[src/hw/rtl/swlfs_pkg.sv]
// ----------------------------------------------------------------------------
// swlfs_pkg
// Shared types and constants for the single-wire LED frame serialiser:
// bit phases, register indexes, register reset values and the
// configuration and result records passed between modules.
// ----------------------------------------------------------------------------
package swlfs_pkg;

    // widths of the item fields
    localparam int unsigned GRAY_W  = 12;
    localparam int unsigned TICK_W  = 16;
    localparam int unsigned FRAME_W = 48;
    localparam int unsigned BITS_W  = 6;

    // configuration port
    localparam int unsigned CFG_IDX_W  = 3;
    localparam int unsigned CFG_DATA_W = 16;

    // register indexes
    localparam logic [CFG_IDX_W-1:0] REG_WORD_MODE    = 3'd0;
    localparam logic [CFG_IDX_W-1:0] REG_COMMAND_WORD = 3'd1;
    localparam logic [CFG_IDX_W-1:0] REG_PULSE_TICKS  = 3'd2;
    localparam logic [CFG_IDX_W-1:0] REG_GAP_TICKS    = 3'd3;
    localparam logic [CFG_IDX_W-1:0] REG_EOS_TICKS    = 3'd4;
    localparam logic [CFG_IDX_W-1:0] REG_LATCH_TICKS  = 3'd5;

    // register reset values
    localparam logic              RST_WORD_MODE    = 1'b0;
    localparam logic [GRAY_W-1:0] RST_COMMAND_WORD = 12'd938;
    localparam logic [TICK_W-1:0] RST_PULSE_TICKS  = 16'd1;
    localparam logic [TICK_W-1:0] RST_GAP_TICKS    = 16'd4;
    localparam logic [TICK_W-1:0] RST_EOS_TICKS    = 16'd35;
    localparam logic [TICK_W-1:0] RST_LATCH_TICKS  = 16'd105;

    // request kinds
    localparam logic REQ_FRAME = 1'b0;
    localparam logic REQ_TICK  = 1'b1;

    // word mode codes
    localparam logic MODE_12BIT = 1'b0;

    // bit counts per frame
    localparam logic [BITS_W-1:0] BITS_12BIT = 6'd48;
    localparam logic [BITS_W-1:0] BITS_8BIT  = 6'd32;

    // shortest phase length
    localparam logic [TICK_W-1:0] MIN_TICKS = 16'h0001;

    // phases of one bit and of the frame end
    typedef enum logic [5:0] {
        PH_IDLE = 6'b000001,
        PH_HIGH = 6'b000010,
        PH_LOW  = 6'b000100,
        PH_DATA = 6'b001000,
        PH_GAP  = 6'b010000,
        PH_END  = 6'b100000
    } phase_t;

    // configuration registers
    typedef struct packed {
        logic              word_mode;
        logic [GRAY_W-1:0] command_word;
        logic [TICK_W-1:0] pulse_ticks;
        logic [TICK_W-1:0] gap_ticks;
        logic [TICK_W-1:0] eos_ticks;
        logic [TICK_W-1:0] latch_ticks;
    } cfg_t;

    // one result item
    typedef struct packed {
        logic line_level;
        logic busy_res;
        logic frame_done;
        logic rejected;
    } result_t;

endpackage

[src/hw/rtl/swlfs_core.sv]
// ----------------------------------------------------------------------------
// swlfs_core
// Frame state and bit-phase sequencer. Works out the result of one item
// from the current state and updates the state when the item is stepped.
// ----------------------------------------------------------------------------
module swlfs_core
    import swlfs_pkg::*;
(
    input  logic              aclk,
    input  logic              aresetn,
    input  logic              step,
    input  logic              req_type,
    input  logic              end_of_sequence,
    input  logic [GRAY_W-1:0] gray_a,
    input  logic [GRAY_W-1:0] gray_b,
    input  logic [GRAY_W-1:0] gray_c,
    input  cfg_t              cfg,
    output result_t           res
);

    phase_t               phase_reg, phase_next;
    logic [FRAME_W-1:0]   shift_reg, shift_next;
    logic [BITS_W-1:0]    bits_left_reg, bits_left_next;
    logic [TICK_W-1:0]    ticks_reg, ticks_next;
    logic                 eos_gap_reg, eos_gap_next;

    logic [TICK_W-1:0]    raw_len;
    logic [TICK_W-1:0]    phase_len;
    logic [TICK_W:0]      ticks_inc;
    logic                 phase_over;
    logic [BITS_W-1:0]    bits_dec;
    logic                 level;
    logic                 done;
    logic                 rej;

    // length of the current phase, zero counts as one
    always_comb begin
        unique case (phase_reg)
            PH_HIGH, PH_LOW, PH_DATA: raw_len = cfg.pulse_ticks;
            PH_GAP:                   raw_len = cfg.gap_ticks;
            default:                  raw_len = eos_gap_reg ? cfg.eos_ticks
                                                            : cfg.latch_ticks;
        endcase
        phase_len = (raw_len == '0) ? MIN_TICKS : raw_len;
    end

    // tick count, a wrap past the counter width also ends the phase
    assign ticks_inc  = {1'b0, ticks_reg} + {{TICK_W{1'b0}}, 1'b1};
    assign phase_over = (ticks_inc >= {1'b0, phase_len});
    assign bits_dec   = (bits_left_reg != '0) ? bits_left_reg - 6'd1 : bits_left_reg;

    // line level of this tick
    always_comb begin
        unique case (phase_reg)
            PH_HIGH: level = 1'b1;
            PH_DATA: level = shift_reg[FRAME_W-1];
            default: level = 1'b0;
        endcase
    end

    // next state and result flags
    always_comb begin
        phase_next     = phase_reg;
        shift_next     = shift_reg;
        bits_left_next = bits_left_reg;
        ticks_next     = ticks_reg;
        eos_gap_next   = eos_gap_reg;
        done           = 1'b0;
        rej            = 1'b0;
        if (req_type == REQ_FRAME) begin
            if (phase_reg != PH_IDLE) begin
                rej = 1'b1;
            end else begin
                // words are aligned to the top so the next bit is always the msb
                if (cfg.word_mode == MODE_12BIT) begin
                    shift_next     = {cfg.command_word, gray_a, gray_b, gray_c};
                    bits_left_next = BITS_12BIT;
                end else begin
                    shift_next     = {cfg.command_word[7:0], gray_a[7:0],
                                      gray_b[7:0], gray_c[7:0], 16'h0000};
                    bits_left_next = BITS_8BIT;
                end
                eos_gap_next = end_of_sequence;
                phase_next   = PH_HIGH;
                ticks_next   = '0;
            end
        end else if (phase_reg != PH_IDLE) begin
            ticks_next = ticks_inc[TICK_W-1:0];
            if (phase_over) begin
                ticks_next = '0;
                unique case (phase_reg)
                    PH_HIGH: phase_next = PH_LOW;
                    PH_LOW:  phase_next = PH_DATA;
                    PH_DATA: phase_next = PH_GAP;
                    PH_GAP: begin
                        bits_left_next = bits_dec;
                        shift_next     = {shift_reg[FRAME_W-2:0], 1'b0};
                        phase_next     = (bits_dec == '0) ? PH_END : PH_HIGH;
                    end
                    default: begin
                        phase_next     = PH_IDLE;
                        shift_next     = '0;
                        bits_left_next = '0;
                        done           = 1'b1;
                    end
                endcase
            end
        end
    end

    assign res.line_level = (req_type == REQ_TICK) ? level : 1'b0;
    assign res.busy_res   = (phase_next != PH_IDLE);
    assign res.frame_done = done;
    assign res.rejected   = rej;

    // control state
    always_ff @(posedge aclk) begin
        if (!aresetn) begin
            phase_reg     <= PH_IDLE;
            bits_left_reg <= '0;
            ticks_reg     <= '0;
            eos_gap_reg   <= 1'b0;
        end else if (step) begin
            phase_reg     <= phase_next;
            bits_left_reg <= bits_left_next;
            ticks_reg     <= ticks_next;
            eos_gap_reg   <= eos_gap_next;
        end
    end

    // frame data
    always_ff @(posedge aclk) begin
        if (step) begin
            shift_reg <= shift_next;
        end
    end

endmodule

[src/hw/rtl/single_wire_led_frame_serializer.sv]
// ----------------------------------------------------------------------------
// single_wire_led_frame_serializer
// Serialiser for a one-wire LED driver line, paced by tick transactions.
// ----------------------------------------------------------------------------
// Usage:
//   s_ channel: tuser 0 loads a frame (command word plus three grayscale
//   words from tdata), tuser 1 is one time tick. Every input transaction
//   gives exactly one result transaction on the m_ channel: tdata carries
//   the line level for that tick, the busy flag and the reject flag, and
//   tlast marks the tick that closes the end gap of a frame.
//   A frame sent while a frame is still running is dropped and flagged.
//   cfg_ channel: writes registers 0..5 (word mode, command word, pulse,
//   gap, end-of-sequence and latch tick counts); indexes 6 and 7 are
//   ignored. Write only while no frame is in progress.
//   Timing: one transaction per cycle is sustained while m_tready stays
//   high. A transaction is held in the input register, and its result is
//   loaded into the output register once that register is free or being
//   read, which raises m_tvalid.
//   If m_tready is low the output register holds; the input register still
//   takes one more transaction, then s_tready falls until the result goes.
//   Reset: line idle, registers at their reset values, both channels empty.
// ----------------------------------------------------------------------------
module single_wire_led_frame_serializer
    import swlfs_pkg::*;
(
    input  logic                  aclk,
    input  logic                  aresetn,
    // configuration writes
    input  logic                  cfg_valid,
    output logic                  cfg_ready,
    input  logic [CFG_IDX_W-1:0]  cfg_index,
    input  logic [CFG_DATA_W-1:0] cfg_data,
    // input items
    input  logic                  s_tvalid,
    output logic                  s_tready,
    input  logic [39:0]           s_tdata,  // end_of_sequence, gray_a, gray_b, gray_c, pad
    input  logic                  s_tuser,  // req_type
    // result items
    output logic                  m_tvalid,
    input  logic                  m_tready,
    output logic [7:0]            m_tdata,  // line_level, busy_res, rejected, pad
    output logic                  m_tlast   // frame_done
);

    cfg_t              cfg_reg;
    logic              in_valid_reg;
    logic              req_type_reg;
    logic              eos_reg;
    logic [GRAY_W-1:0] gray_a_reg;
    logic [GRAY_W-1:0] gray_b_reg;
    logic [GRAY_W-1:0] gray_c_reg;
    logic              out_valid_reg;
    result_t           out_reg;
    result_t           res;
    logic              advance;

    // configuration registers
    assign cfg_ready = 1'b1;

    always_ff @(posedge aclk) begin
        if (!aresetn) begin
            cfg_reg.word_mode    <= RST_WORD_MODE;
            cfg_reg.command_word <= RST_COMMAND_WORD;
            cfg_reg.pulse_ticks  <= RST_PULSE_TICKS;
            cfg_reg.gap_ticks    <= RST_GAP_TICKS;
            cfg_reg.eos_ticks    <= RST_EOS_TICKS;
            cfg_reg.latch_ticks  <= RST_LATCH_TICKS;
        end else if (cfg_valid && cfg_ready) begin
            unique case (cfg_index)
                REG_WORD_MODE:    cfg_reg.word_mode    <= cfg_data[0];
                REG_COMMAND_WORD: cfg_reg.command_word <= cfg_data[GRAY_W-1:0];
                REG_PULSE_TICKS:  cfg_reg.pulse_ticks  <= cfg_data;
                REG_GAP_TICKS:    cfg_reg.gap_ticks    <= cfg_data;
                REG_EOS_TICKS:    cfg_reg.eos_ticks    <= cfg_data;
                REG_LATCH_TICKS:  cfg_reg.latch_ticks  <= cfg_data;
                default: ;
            endcase
        end
    end

    // handshake between input register and output register
    assign advance  = in_valid_reg && (!out_valid_reg || m_tready);
    assign s_tready = !in_valid_reg || advance;

    // input register
    always_ff @(posedge aclk) begin
        if (!aresetn) begin
            in_valid_reg <= 1'b0;
        end else if (s_tready) begin
            in_valid_reg <= s_tvalid;
        end
    end

    always_ff @(posedge aclk) begin
        if (s_tvalid && s_tready) begin
            req_type_reg <= s_tuser;
            eos_reg      <= s_tdata[0];
            gray_a_reg   <= s_tdata[12:1];
            gray_b_reg   <= s_tdata[24:13];
            gray_c_reg   <= s_tdata[36:25];
        end
    end

    // frame sequencer
    swlfs_core u_core (
        .aclk            (aclk),
        .aresetn         (aresetn),
        .step            (advance),
        .req_type        (req_type_reg),
        .end_of_sequence (eos_reg),
        .gray_a          (gray_a_reg),
        .gray_b          (gray_b_reg),
        .gray_c          (gray_c_reg),
        .cfg             (cfg_reg),
        .res             (res)
    );

    // output register
    always_ff @(posedge aclk) begin
        if (!aresetn) begin
            out_valid_reg <= 1'b0;
        end else if (advance) begin
            out_valid_reg <= 1'b1;
        end else if (m_tready) begin
            out_valid_reg <= 1'b0;
        end
    end

    always_ff @(posedge aclk) begin
        if (advance) begin
            out_reg <= res;
        end
    end

    assign m_tvalid = out_valid_reg;
    assign m_tdata  = {5'b00000, out_reg.rejected, out_reg.busy_res, out_reg.line_level};
    assign m_tlast  = out_reg.frame_done;

endmodule

[config.mk]
export PLATFORM = sky130hd
export DESIGN_NAME = single_wire_led_frame_serializer
export DESIGN_NICKNAME = d
export VERILOG_FILES = /design/src/hw/rtl/swlfs_pkg.sv /design/src/hw/rtl/swlfs_core.sv /design/src/hw/rtl/single_wire_led_frame_serializer.sv
export SDC_FILE = /design/constraint.sdc
export NUM_CORES = 1
export LEC_CHECK = 0
export BUFFER_PORTS_ARGS = -buffer_cell sky130_fd_sc_hd__buf_2
export CAP_MARGIN = 20
export CORE_MARGIN = 2
export CORE_UTILIZATION = 60
export CTS_CLUSTER_DIAMETER = 80
export DETAILED_ROUTE_END_ITERATION = 8
export PLACE_DENSITY_LB_ADDON = 0.1
export SKIP_LAST_GASP = 1
export SLEW_MARGIN = 15
export SYNTH_ARGS = -nofsm -noshare
export SYNTH_HDL_FRONTEND = slang
export SYNTH_SLANG_ARGS = --single-unit
export TNS_END_PERCENT = 1
[constraint.sdc]
create_clock -name aclk -period 5 [get_ports aclk]
set_clock_uncertainty 0.05 [all_clocks]
set_input_delay 0.25 -clock aclk [delete_from_list [all_inputs] [get_ports aclk]]
set_output_delay 0.25 -clock aclk [all_outputs]
set_load 0.005 [all_outputs]
=== After elaboration in Yosys (flattened, before gate mapping) ===
Cells that the tools add are included.

* Flip-flop bits (word level): 198
* Bits of input ports: 65
* Output and inout port bits: 12

* $add $sub $neg: 2
* Order comparisons: 1
* Eq/ne operators: 15
* Muxes and demuxes: 31
* Bitwise operators: 2
* Reduce and logical (&&, ||, !) cells: 23

{| class="wikitable"
|+ Operators by type and width
! kind !! number
|-
| 2-to-1 mux 48 bit || 5
|-
| 2-to-1 mux 16 bit || 6
|-
| case mux 48 bit (2 select lines) || 1
|-
| 2-to-1 mux 6 bit || 10
|-
| case mux 16 bit (2 select lines) || 1
|-
| case mux 6 bit (4 select lines) || 1
|-
| adder 16 x 1 -> 17 bit, second input constant || 1
|-
| greater-or-equal comparator 17 x 16 -> 1 bit || 1
|-
| logical NOT 16 bit || 1
|-
| inequality test 6 x 1 -> 1 bit, second input constant || 2
|-
| case mux 6 bit (2 select lines) || 1
|-
| AND reduction 2 bit || 6
|-
| AND reduction 3 bit || 3
|-
| equality test 3 x 2 -> 1 bit, second input constant || 2
|-
| equality test 3 bit, second input constant || 2
|-
| equality test 6 x 2 -> 1 bit, second input constant || 1
|-
| equality test 6 x 3 -> 1 bit, second input constant || 1
|-
| equality test 6 x 4 -> 1 bit, second input constant || 1
|-
| equality test 6 x 5 -> 1 bit, second input constant || 1
|-
| logical NOT 6 bit || 1
|-
| nonzero test 6 bit || 1
|-
| subtractor 6 x 1 -> 6 bit, second input constant || 1
|-
| 2-to-1 mux 5 bit || 1
|-
| AND reduction 5 bit || 1
|-
| 13 further kinds || 22
|}

=== Logic depth before layout (Yosys ltp) ===
Gate-level depths: netlist of the first run.

* Depth after elaboration: 10
* Depth in mapped cells: 18

=== Hierarchy ===
A second synthesis of the first run with hierarchy kept.

* Cell total of the unflattened synthesis: 874
* Area total of the unflattened synthesis: 9,469.1 µm²

{| class="wikitable"
|+ By module, submodules not included
! module !! times used !! cells an instance !! area each (µm²) !! seq. area each (µm²)
|-
| swlfs_core || 1 || 527 || 5,038.6 || 2,021.9
|-
| single_wire_led_frame_serializer || 1 || 347 || 4,430.5 || 2,842.7
|}

=== Worst setup path after synthesis of the first run ===
No wires, ideal clock.

* Path kind: reg2reg
* From: register u_core.eos_gap_reg
* To: register u_core.shift_reg[0] (enable)
* Library setup time: 0.357 ns
* Arrival time: 3.415 ns
* Data required time: 4.593 ns
* Path slack: 1.178 ns
* Stages on the path, launching flop included: 15
* Path buffers: 2
* Path through: dfxtp_1 > clkbuf_1 > buf_1 > mux2i_1 > nor2_1 > a221oi_1 > nand4_1 > o31ai_1 > ha_1 > inv_1 > nor4_1 > a2111oi_2 > a21oi_2 > nor3_4 > inv_2

* Longest elaborated chain between the ends: 7

{| class="wikitable"
|+ Ends and longest elaborated chain
! what !! RTL line !! source
|-
| from (decl) || swlfs_core.sv:25 || <nowiki>logic eos_gap_reg, eos_gap_next;</nowiki>
|-
| from (signal assigned) || swlfs_core.sv:127 || <nowiki>eos_gap_reg <= eos_gap_next;</nowiki>
|-
| 2-to-1 mux 16 bit (*) || swlfs_core.sv:41 || <nowiki>default: raw_len = eos_gap_reg ? cfg.eos_ticks</nowiki>
|-
| case mux 16 bit (2 select lines) (*) || swlfs_core.sv:38 || <nowiki>unique case (phase_reg)</nowiki>
|-
| logical NOT 16 bit || swlfs_core.sv:44 || <nowiki>phase_len = (raw_len == '0) ? MIN_TICKS : raw_len;</nowiki>
|-
| 2-to-1 mux 16 bit (*) || swlfs_core.sv:44 ||
|-
| greater-or-equal comparator 17 x 16 -> 1 bit (*) || swlfs_core.sv:49 || <nowiki>assign phase_over = (ticks_inc >= {1'b0, phase_len});</nowiki>
|-
| inequality test 2 x 1 -> 1 bit (no source line) (*) || -- ||
|-
| AND reduction 5 bit (no source line) (*) || -- ||
|-
| to (signal assigned) || swlfs_core.sv:134 || <nowiki>shift_reg <= shift_next;</nowiki>
|-
| to (decl) || swlfs_core.sv:22 || <nowiki>logic [FRAME_W-1:0] shift_reg, shift_next;</nowiki>
|}

Every way passes the cells marked *; elsewhere a longest branch is shown, timed or not.
A chain may end at the register's enable or synchronous reset.

=== Worst setup path after layout of the first run ===
* From: register u_core.phase_reg[0]
* To: register u_core.phase_reg[4]

* Longest elaborated chain between the ends: 9
* Elaborated cells between the ends (all ways): 15

{| class="wikitable"
|+ Ends and longest elaborated chain
! what !! RTL line !! source
|-
| from (decl) || swlfs_core.sv:21 || <nowiki>phase_t phase_reg, phase_next;</nowiki>
|-
| from (signal assigned) || swlfs_core.sv:124 || <nowiki>phase_reg <= phase_next;</nowiki>
|-
| equality test 6 x 2 -> 1 bit (tied with other cells) || swlfs_core.sv:38, swlfs_core.sv:91 ||
|-
| OR reduction 3 bit (no source line) || -- ||
|-
| case mux 16 bit (2 select lines) || swlfs_core.sv:38 ||
|-
| logical NOT 16 bit || swlfs_core.sv:44 ||
|-
| 2-to-1 mux 16 bit || swlfs_core.sv:44 ||
|-
| greater-or-equal comparator 17 x 16 -> 1 bit || swlfs_core.sv:49 ||
|-
| 2-to-1 mux 6 bit || swlfs_core.sv:89 || <nowiki>if (phase_over) begin</nowiki>
|-
| 2-to-1 mux 6 bit || swlfs_core.sv:87 || <nowiki>end else if (phase_reg != PH_IDLE) begin</nowiki>
|-
| 2-to-1 mux 6 bit (*) || swlfs_core.sv:70 || <nowiki>if (req_type == REQ_FRAME) begin</nowiki>
|}

Marks and branches as above.

==> flow_summary.json, run 1 <==
{
  "status": "finished, final reports clean",
  "drc": 0,
  "dieArea_um2": 16070,
  "drtIter0Drc": 784,
  "ioPinCount": 77,
  "slew_headroom_pct": 38.22,
  "synth.area.top_cells": "edfxtp_1 30%, dfxtp_1 24%, nand2_1 7.8%",
  "crit_required_ps": 5310,
  "rsz0062_at_grt": "no",
  "cts_root_buf": "clkbuf_16",
  "r2r_slack_ps": 540,
  "grt_max_degree": 76,
  "layout_common_cells": "188 x nand2_1, 107 x dfxtp_1, 90 x edfxtp_1, 75 x a21oi_1, 67 x buf_2",
  "cts-buffers-inserted": 17,
  "max_clock_freq_mhz": 224.3,
  "crit_arrival_ps": 4770,
  "p_clk_share_pct": 39.8,
  "gr-total-overflow": 0,
  "rows": 44,
  "clk-insertion-delay-late_ps": 440,
  "clockBufferDepth": 2,
  "avgViaCountPerCell": 6.085,
  "reg2regPathDepth": 16,
  "vias": 7302,
  "power_uw": 3346,
  "combPwrFrac_pct": 7.2,
  "final_layout_size_suffix_gt1_share_pct": 13.98,
  "r2r_start": "u_core.phase_reg[0]",
  "ys_warn_count": 0,
  "core_area_um2": 14640,
  "synth_xor_area_share_pct": 1.453,
  "syn_area_per_cell_um2": 9.829,
  "chipHeight_um": 126.8,
  "synth-compound-area-share_pct": 14.18,
  "grt_pass1_wl_um": 34910,
  "cp_max_fo": 22,
  "n_antenna_cell": 0,
  "slew_violations": 0,
  "finalNetCount": 1090,
  "largest_reg_flops": 77,
  "synth_top_cell_by_area": "edfxtp_1",
  "setup_viol": 0,
  "grt_pass1_vias": 6918,
  "grt_antenna_before_repair": 0,
  "antenna_left": 0,
  "net-switching-power_uw": 806.3,
  "ys_ff_latch": 198,
  "grtUsageTotal_pct": 27.59,
  "peakVddDrop_uv": 262.9,
  "finalCritPeriodShare_pct": 89.15,
  "postCtsHoldBufs": 39,
  "start_util_pct": 61.75,
  "synth_cell_types": 64,
  "hold_violations": 0,
  "synth_top_family_by_area": "simple AND/OR/NAND/NOR gates",
  "place.gp.congestion": 0.8829,
  "startpoint_type": "register",
  "min_from": "cfg_data[15]",
  "final.min_clock_period_ps": 4457,
  "cp-endpoint": "u_core.phase_reg[4]",
  "worst_slew_pin_slew_ps": 926.8,
  "ys_seq_area_share_pct": 53.80,
  "end_kind": "register",
  "sw_frac_of_total_pct": 24.10,
  "layout_commonest_cell": "nand2_1",
  "avgRoutedWirePerCell_um": 18.05,
  "cts_sinks": 198,
  "worstSetupPathType": "register to register",
  "internal_power_uw": 2539,
  "yosys.area_share.simple_pct": 18.11,
  "htree_levels": 4,
  "post_cts_resized": 0,
  "io_buffers": 67,
  "synth_fa_ha_area_share_pct": 3.044,
  "synth_area_um2": 9042,
  "maxCapViolations": 0,
  "setup.worst_path.start": "u_core.phase_reg[0]",
  "synth-edff-count": 90,
  "async_flop_share_pct": 0,
  "fp.dieW_um": 126.8,
  "hp-class": "primary input to register",
  "nFillCells": 1115,
  "tns_ps": 0,
  "seq_power_share_pct": 53.0,
  "firstDrtPassIters": 7,
  "power.leakage_uw": 0.003772,
  "postCtsSetupBuffers": 0,
  "synth_top_area_share_pct": 29.89,
  "syn_to_final_growth_pct": 15.33,
  "power_density_nw_per_um2": 320.8,
  "clk_pin_slew_ps": 80,
  "dp_hpwl_um": 13770,
  "cts_tree": "yes",
  "synth-main-ff-cell": "dfxtp_1",
  "muxShareOfSynthArea_pct": 5.756,
  "synthCells": 920,
  "regToRegEndpoint": "u_core.phase_reg[4]",
  "wl_um": 21660
}
==> through the flow <==
| step | setup WS (ps) | util, % | hold slack (ps) | area (um^2) | cells |
|---|---|---|---|---|---|
| 6_report | 542.6 | 71.21 | 24.21 | 10430 | 1200 |
| 5_1_grt | 318.2 | 71.21 | 26.32 | 10430 | 1200 |
| 4_1_cts | 548.5 | 71.21 | 18.74 | 10430 | 1200 |
| 3_5_place_dp | 570.5 | 64.63 | 378.1 | 9464 | 1129 |
| 3_3_place_gp | 718.7 | 64.43 | 376.2 | 9435 | 1126 |
| 2_1_floorplan | 1178 | - | 298.9 | 9057 | 924 |
==> power by group through the flow <==
stage	combinational, uW	clock (uW)	sequential (uW)
final	241	1330	1770
after CTS	237	1340	1770
after detailed placement	211	0	1810
after floorplan	140	0	1800
after global routing	264	1410	1780
after global placement	202	0	1810
==> critical path, cell delays in order, from the launching register on <==
cell	delay, ps
dfxtp_1	360
or3_4	440
a211oi_4	200
buf_4	360
nor3_1	100
a221oi_1	330
and4_1	250
nand4_1	90
o31ai_1	290
ha_1	290
inv_1	60
nor4_1	50
a2111oi_2	350
a21oi_1	260
o41ai_1	690
nand2_1	130
o21ai_1	100
==> worst min-delay path by stage <==
stage / cells after the start / endpoint
after detailed placement: 1 / gray_a_reg[2]
after global placement: 1 / gray_a_reg[10]
after floorplan: 0 / eos_reg
after CTS: 3 / cfg_reg[31]
final: 3 / cfg_reg[31]
after global routing: 3 / cfg_reg[14]
==> cell usage after synthesis (3+ instances only) <==
| cell | n |
|---|---|
| nand2_1 | 188 |
| dfxtp_1 | 108 |
| edfxtp_1 | 90 |
| a21oi_1 | 75 |
| nand3_1 | 62 |
| nor2_1 | 55 |
| mux2i_1 | 52 |
| clkbuf_1 | 38 |
| o21ai_1 | 36 |
| ha_1 | 22 |
| a22o_1 | 15 |
| a22oi_1 | 12 |
| nor3_1 | 12 |
| a221oi_2 | 10 |
| nand4_1 | 10 |
| xnor2_1 | 10 |
| buf_2 | 9 |
| inv_1 | 9 |
| and3_1 | 7 |
| o21ai_0 | 7 |
| a221oi_1 | 6 |
| buf_4 | 6 |
| buf_1 | 5 |
| nand2b_1 | 5 |
| xor2_1 | 5 |
| inv_2 | 4 |
| nor2b_1 | 4 |
| o22ai_1 | 4 |
| a31oi_1 | 3 |
| o21bai_1 | 3 |
| or3_1 | 3 |
==> logic make-up (layout without fill, tap and decap cells) <==
kind of cell	Yosys count	in the layout
simple gates	365	365
flops	198	198
compound gates	193	193
buf+inv	73	165
mux	52	52
fa+ha+maj	22	22
xor+xnor	15	15
other cells	2	6
==> cell type report <==
type / instances / area (um^2) / area share (%)
clock buffers: 17 / 425.4 / 4.079
clock inverters: 15 / 148.9 / 1.428
inverters: 13 / 48.80 / 0.4679
multi-input cells: 653 / 3875 / 37.16
flip-flops and latches: 198 / 4866 / 46.66
well taps: 184 / 230.2 / 2.208
repair buffers: 120 / 834.6 / 8.002
==> per-layer routing <==
layer	vias to the layer above	part of all wire, %	global-route usage (%)
li1	3461	-	-
met2	268	48	44.96
met5	-	0	0
met4	0	1.6	7.822
met1	3538	45	37.96
met3	35	5.8	5.483
No activity file was read; power rests on OpenSTA's default activity.
==> run 2: changes to the inputs <==
Settings changed: BUFFER_PORTS_ARGS -buffer_cell sky130_fd_sc_hd__buf_2 to not set, CORE_UTILIZATION 60 to 63, DONT_BUFFER_PORTS set to 1.
==> run 2 against run 1 <==
  * Sequential share of layout area increased by 0.71 points
  * Fmax is 2.4% lower
  * Largest cell class unchanged
  * Register-to-register slack got worse by 110 ps
  * Hold slack lost 5.7 ps
  * Non-clock buffer count down 50
==> flow_summary.json, run 2 (synthesized netlist as in run 1, its figures left out) <==
{
  "post_cts_resized": 0,
  "hp-class": "primary input to register",
  "cts_sinks": 198,
  "maxCapViolations": 0,
  "internal_power_uw": 2595,
  "cp_num_buf_inv": 2,
  "ioPinCount": 77,
  "finalCritPeriodShare_pct": 91.32,
  "antenna_left": 0,
  "sw_frac_of_total_pct": 23.37,
  "seq_power_share_pct": 52.4,
  "finalNetCount": 1040,
  "drc": 0,
  "largest_reg_flops": 77,
  "crit_arrival_ps": 4860,
  "hold_violations": 0,
  "critPathTopFamily": "compound AO/OA/AOI/OAI gates",
  "vias": 7147,
  "rows": 43,
  "use_met2_pct": 51.44,
  "syn_to_final_growth_pct": 13.60,
  "drtIter0Drc": 701,
  "dp_hpwl_um": 13120,
  "crit_required_ps": 5290,
  "chipHeight_um": 123.8,
  "cts_tree": "yes",
  "grt_util_met1_pct": 36.20,
  "worst_slew_pin_slew_ps": 943.4,
  "startpoint_type": "register",
  "crit_top_cell": "o41ai_1",
  "setup_viol": 0,
  "avgRoutedWirePerCell_um": 19.04,
  "end_kind": "register",
  "clockBufferDepth": 2,
  "postCtsHoldBufs": 57,
  "layout_commonest_cell": "nand2_1",
  "net-switching-power_uw": 791.3,
  "power_density_nw_per_um2": 329.7,
  "worstPathCellList": "or3_4 -> a211oi_4 -> buf_4 -> nor3_1 -> a221oi_1 -> and4_1 -> nand4_1 -> o31ai_1 -> ha_1 -> inv_1 -> nor4_1 -> a2111oi_2 -> a21oi_1 -> o41ai_1 -> nand2_1 -> o41ai_1",
  "final_layout_size_suffix_gt1_share_pct": 7.557,
  "power.leakage_uw": 0.003592,
  "cpPeakStageDelay_ps": 790,
  "n_antenna_cell": 0,
  "p_clk_share_pct": 41.0,
  "grtUsageTotal_pct": 29.71,
  "slew_headroom_pct": 36.87,
  "combPwrFrac_pct": 6.6,
  "cp_slowest_cell": "o41ai_1",
  "gr-total-overflow": 0,
  "firstDrtPassIters": 5,
  "grt_pass1_wl_um": 34980,
  "fp.dieW_um": 123.8,
  "cts-buffers-inserted": 17,
  "layout_common_cells": "188 x nand2_1, 107 x dfxtp_1, 90 x edfxtp_1, 75 x a21oi_1, 62 x nand3_1",
  "peakVddDrop_uv": 374.2,
  "cts_root_buf": "clkbuf_16",
  "start_util_pct": 64.89,
  "place.gp.congestion": 0.9323,
  "dieArea_um2": 15330,
  "io_buffers": 0,
  "core_area_um2": 13930,
  "postCtsSetupBuffers": 0,
  "final.min_clock_period_ps": 4566,
  "grt_antenna_before_repair": 0,
  "cp_max_fo": 22,
  "clk-insertion-delay-late_ps": 440,
  "grt_max_degree": 76,
  "max_clock_freq_mhz": 219.0,
  "worstSetupPathType": "register to register",
  "busiest_layer": "met2",
  "wl_um": 21820,
  "final_core_util_pct": 73.72,
  "r2r_slack_ps": 430,
  "slew_violations": 0,
  "status": "finished, final reports clean",
  "rsz0062_at_grt": "no",
  "tns_ps": 0,
  "avgViaCountPerCell": 6.236,
  "grtUsageMet3_pct": 6.136,
  "nFillCells": 978,
  "grt_pass1_vias": 7110,
  "clk_pin_slew_ps": 70,
  "htree_levels": 4
}
## run 2: changes by cell type in the layout (fill, tap and decap cells not counted), moves of 2 or more
| cell | before | now |
|---|---|---|
| buf_2 | 67 | 0 |
| clkinv_1 | 2 | 0 |
| clkinv_2 | 0 | 2 |
| clkinvlp_4 | 5 | 3 |
| clkbuf_1 | 0 | 2 |
| dlygate4sd3_1 | 39 | 57 |
| clkinv_4 | 3 | 1 |
## run 2: worst min-delay path, cell delays in order
cell,delay (ps)
nor3_1,40
mux2i_1,110
nor2_1,80
## run 2: layout make-up
type	count	area, um^2	area share (%)
well taps	180	225.2	2.192
flip-flops and latches	198	4866	47.37
repair buffers	70	668.1	6.504
multi-input cells	653	3874	37.71
inverters	13	48.80	0.4750
clock buffers	20	446.7	4.348
clock inverters	12	143.9	1.401
## run 2: path summary, 6_finish.rpt
path / from / endpoint / cells after the start
worst max-delay path: u_core.phase_reg[0] / u_core.phase_reg[3] / 16
worst min-delay path: cfg_index[0] / cfg_reg[76] / 3
worst max register to register: u_core.phase_reg[0] / u_core.phase_reg[3] / 16
worst min register to register: u_core.eos_gap_reg / u_core.eos_gap_reg / 2
## run 2: per-stage QoR
step | instances | setup slack (ps) | cell area, um^2 | hold slack, ps | power (uW)
floorplan | 924 | 1178 | 9057 | 298.9 | 1939
global placement | 1054 | 743.1 | 9086 | 280.9 | 1970
detailed placement | 1056 | 598.7 | 9101 | 282.3 | 1978
CTS | 1145 | 491.6 | 10260 | 19.02 | 3378
global route | 1146 | 91.29 | 10270 | 24.37 | 3485
finish | 1146 | 434.1 | 10270 | 18.55 | 3387
## run 2: per-layer routing
metal  share of wire, %  up-vias
met5                  0        -
met2                 51      283
met4                2.7        0
li1                   -     3356
met3                5.6       57
met1                 41     3451
## run 2: power groups by stage
stage          registers (uW)  clock network, uW  logic (uW)
2_1_floorplan            1800                  0         140
3_3_place_gp             1810                  0         163
3_5_place_dp             1810                  0         170
4_1_cts                  1770               1390         218
5_1_grt                  1780               1460         246
6_report                 1770               1390         224
==> run 3: changes to the inputs <==
Settings changed: CORE_UTILIZATION 63 to 60.
==> run 3 against run 2 <==
  * Critical path depth is the same
  * Via count shrank 2.1%
  * Highest routed layer unchanged
  * Cell area is 0.15% lower
  * Sequential power barely moved
  * Sequential cell count did not move
  * Die area is 4.8% higher
  * Non-clock buffer count decreased by 3
  * Sequential share of layout area grew 0.070 points
  * Routed wire length down 3.7%
  * Clock power down 4%
  * Hold slack improved by 7.1 ps
  * First-iteration DRC count grew 21%
==> flow_summary.json, run 3 (synthesized netlist as in run 1, its figures left out) <==
{
  "drc": 0,
  "cts-buffers-inserted": 17,
  "net-switching-power_uw": 755.7,
  "clk_pin_slew_ps": 70,
  "worstPathCellList": "or3_4 -> a211oi_4 -> buf_4 -> nor3_1 -> a221oi_1 -> and4_1 -> nand4_1 -> o31ai_1 -> ha_1 -> inv_1 -> nor4_1 -> a2111oi_2 -> a21oi_1 -> o41ai_1 -> nand2_1 -> o41ai_1",
  "nFillCells": 1093,
  "grtUsageMet3_pct": 5.525,
  "postCtsSetupBuffers": 0,
  "layout_commonest_cell": "nand2_1",
  "holdWs_ps": 25.65,
  "maxCapViolations": 0,
  "ioPinCount": 77,
  "grt_util_met1_pct": 37.81,
  "cts_root_buf": "clkbuf_16",
  "vias": 6995,
  "power.leakage_uw": 0.003584,
  "seq_power_share_pct": 53.1,
  "tns_ps": 0,
  "io_buffers": 0,
  "use_met2_pct": 42.83,
  "clockBufferDepth": 2,
  "cp_num_buf_inv": 2,
  "fp.dieW_um": 126.8,
  "rows": 44,
  "power_uw": 3338,
  "place.gp.congestion": 0.8549,
  "largest_reg_flops": 77,
  "crit_arrival_ps": 4730,
  "max_clock_freq_mhz": 224.1,
  "cts_sinks": 198,
  "layout_common_cells": "188 x nand2_1, 107 x dfxtp_1, 90 x edfxtp_1, 75 x a21oi_1, 62 x nand3_1",
  "rsz0062_at_grt": "no",
  "gr-total-overflow": 0,
  "internal_power_uw": 2582,
  "htree_levels": 4,
  "drtIter0Drc": 847,
  "slew_headroom_pct": 31.36,
  "worst_slew_pin_slew_ps": 1026,
  "avgRoutedWirePerCell_um": 18.30,
  "start_util_pct": 61.75,
  "cts_tree": "yes",
  "dp_hpwl_um": 13250,
  "grt_pass1_vias": 6724,
  "power_density_nw_per_um2": 325.4,
  "status": "finished, final reports clean",
  "grt_antenna_before_repair": 1,
  "crit_required_ps": 5270,
  "grt_max_degree": 86,
  "syn_to_final_growth_pct": 13.44,
  "antenna_left": 0,
  "grt_pass1_wl_um": 34150,
  "setup_viol": 0,
  "chipHeight_um": 126.8,
  "final_layout_size_suffix_gt1_share_pct": 7.373,
  "dieArea_um2": 16070,
  "slew_violations": 0,
  "wl_um": 21010,
  "worstSetupPathType": "register to register",
  "busiest_layer": "met2",
  "grtUsageTotal_pct": 26.87,
  "dp.cells": 1058,
  "startpoint_type": "register",
  "hold_violations": 0,
  "hp-class": "primary input to register",
  "instances_no_fill": 1148,
  "finalCritPeriodShare_pct": 89.24,
  "cp_max_fo": 22,
  "crit_top_cell": "o41ai_1",
  "finalNetCount": 1037,
  "sw_frac_of_total_pct": 22.64,
  "stdcell_area_um2": 10260,
  "core_area_um2": 14640,
  "cpPeakStageDelay_ps": 670,
  "place_area_um2": 9097,
  "clk-insertion-delay-late_ps": 430,
  "critPathTopFamily": "compound AO/OA/AOI/OAI gates",
  "cp_slowest_cell": "o41ai_1",
  "avgViaCountPerCell": 6.093,
  "peakVddDrop_uv": 291.1,
  "end_kind": "register",
  "final.min_clock_period_ps": 4462,
  "combPwrFrac_pct": 6.7,
  "firstDrtPassIters": 6,
  "p_clk_share_pct": 40.2
}
==> run 3: per-layer routing <==
layer / up-vias / routed length (um)
met4: 0 / 245
met2: 260 / 9984
met1: 3359 / 9478
met5: - / 0
met3: 21 / 1299
li1: 3355 / -
==> run 3: power by group through the flow <==
stage / clock network (uW) / logic, uW / registers, uW
floorplan: 0 / 140 / 1800
global placement: 0 / 164 / 1810
detailed placement: 0 / 171 / 1810
CTS: 1360 / 220 / 1770
global route: 1420 / 244 / 1780
finish: 1340 / 223 / 1770
==> run 3: worst reg2reg max path: stages (launching register included) <==
cell,delay (ps)
dfxtp_1,360
or3_4,440
a211oi_4,210
buf_4,370
nor3_1,130
a221oi_1,360
and4_1,240
nand4_1,90
o31ai_1,260
ha_1,280
inv_1,50
nor4_1,50
a2111oi_2,330
a21oi_1,260
o41ai_1,670
nand2_1,130
o41ai_1,90
==> run 3: worst paths after layout <==
kind,start,endpoint,slack [ps],cells past startpoint
max,u_core.phase_reg[0],u_core.phase_reg[3],540,16
min,cfg_index[0],cfg_reg[76],30,3
max reg2reg,u_core.phase_reg[0],u_core.phase_reg[3],540,16
min reg2reg,cfg_reg[7],cfg_reg[7],410,2
==> run 3: repair_timing <==
action | CTS | global route
endpoints found under the hold margin | 122 | 0
hold buffers | 57 | 0
gates resized for setup | 0 | 0
==> run 3: cell type report <==
| cell class | count | area [um^2] | area share [%] |
|---|---|---|---|
| timing repair buffer | 67 | 645.6 | 6.294 |
| sequential | 198 | 4866 | 47.44 |
| multi-input combinational | 653 | 3880 | 37.83 |
| clock inverter | 7 | 55.05 | 0.5367 |
| antenna | 1 | 2.502 | 0.02440 |
| clock buffer | 25 | 529.3 | 5.160 |
| inverter | 13 | 48.80 | 0.4757 |
| tap | 184 | 230.2 | 2.244 |
==> run 3: metrics by stage <==
stage | setup slack, ps | utilization [%]
finish | 538.1 | 70.04
global placement | 702.9 | 62.04
global route | 243.9 | 70.04
floorplan | 1178 | -
CTS | 611.3 | 70.01
detailed placement | 628.0 | 62.12
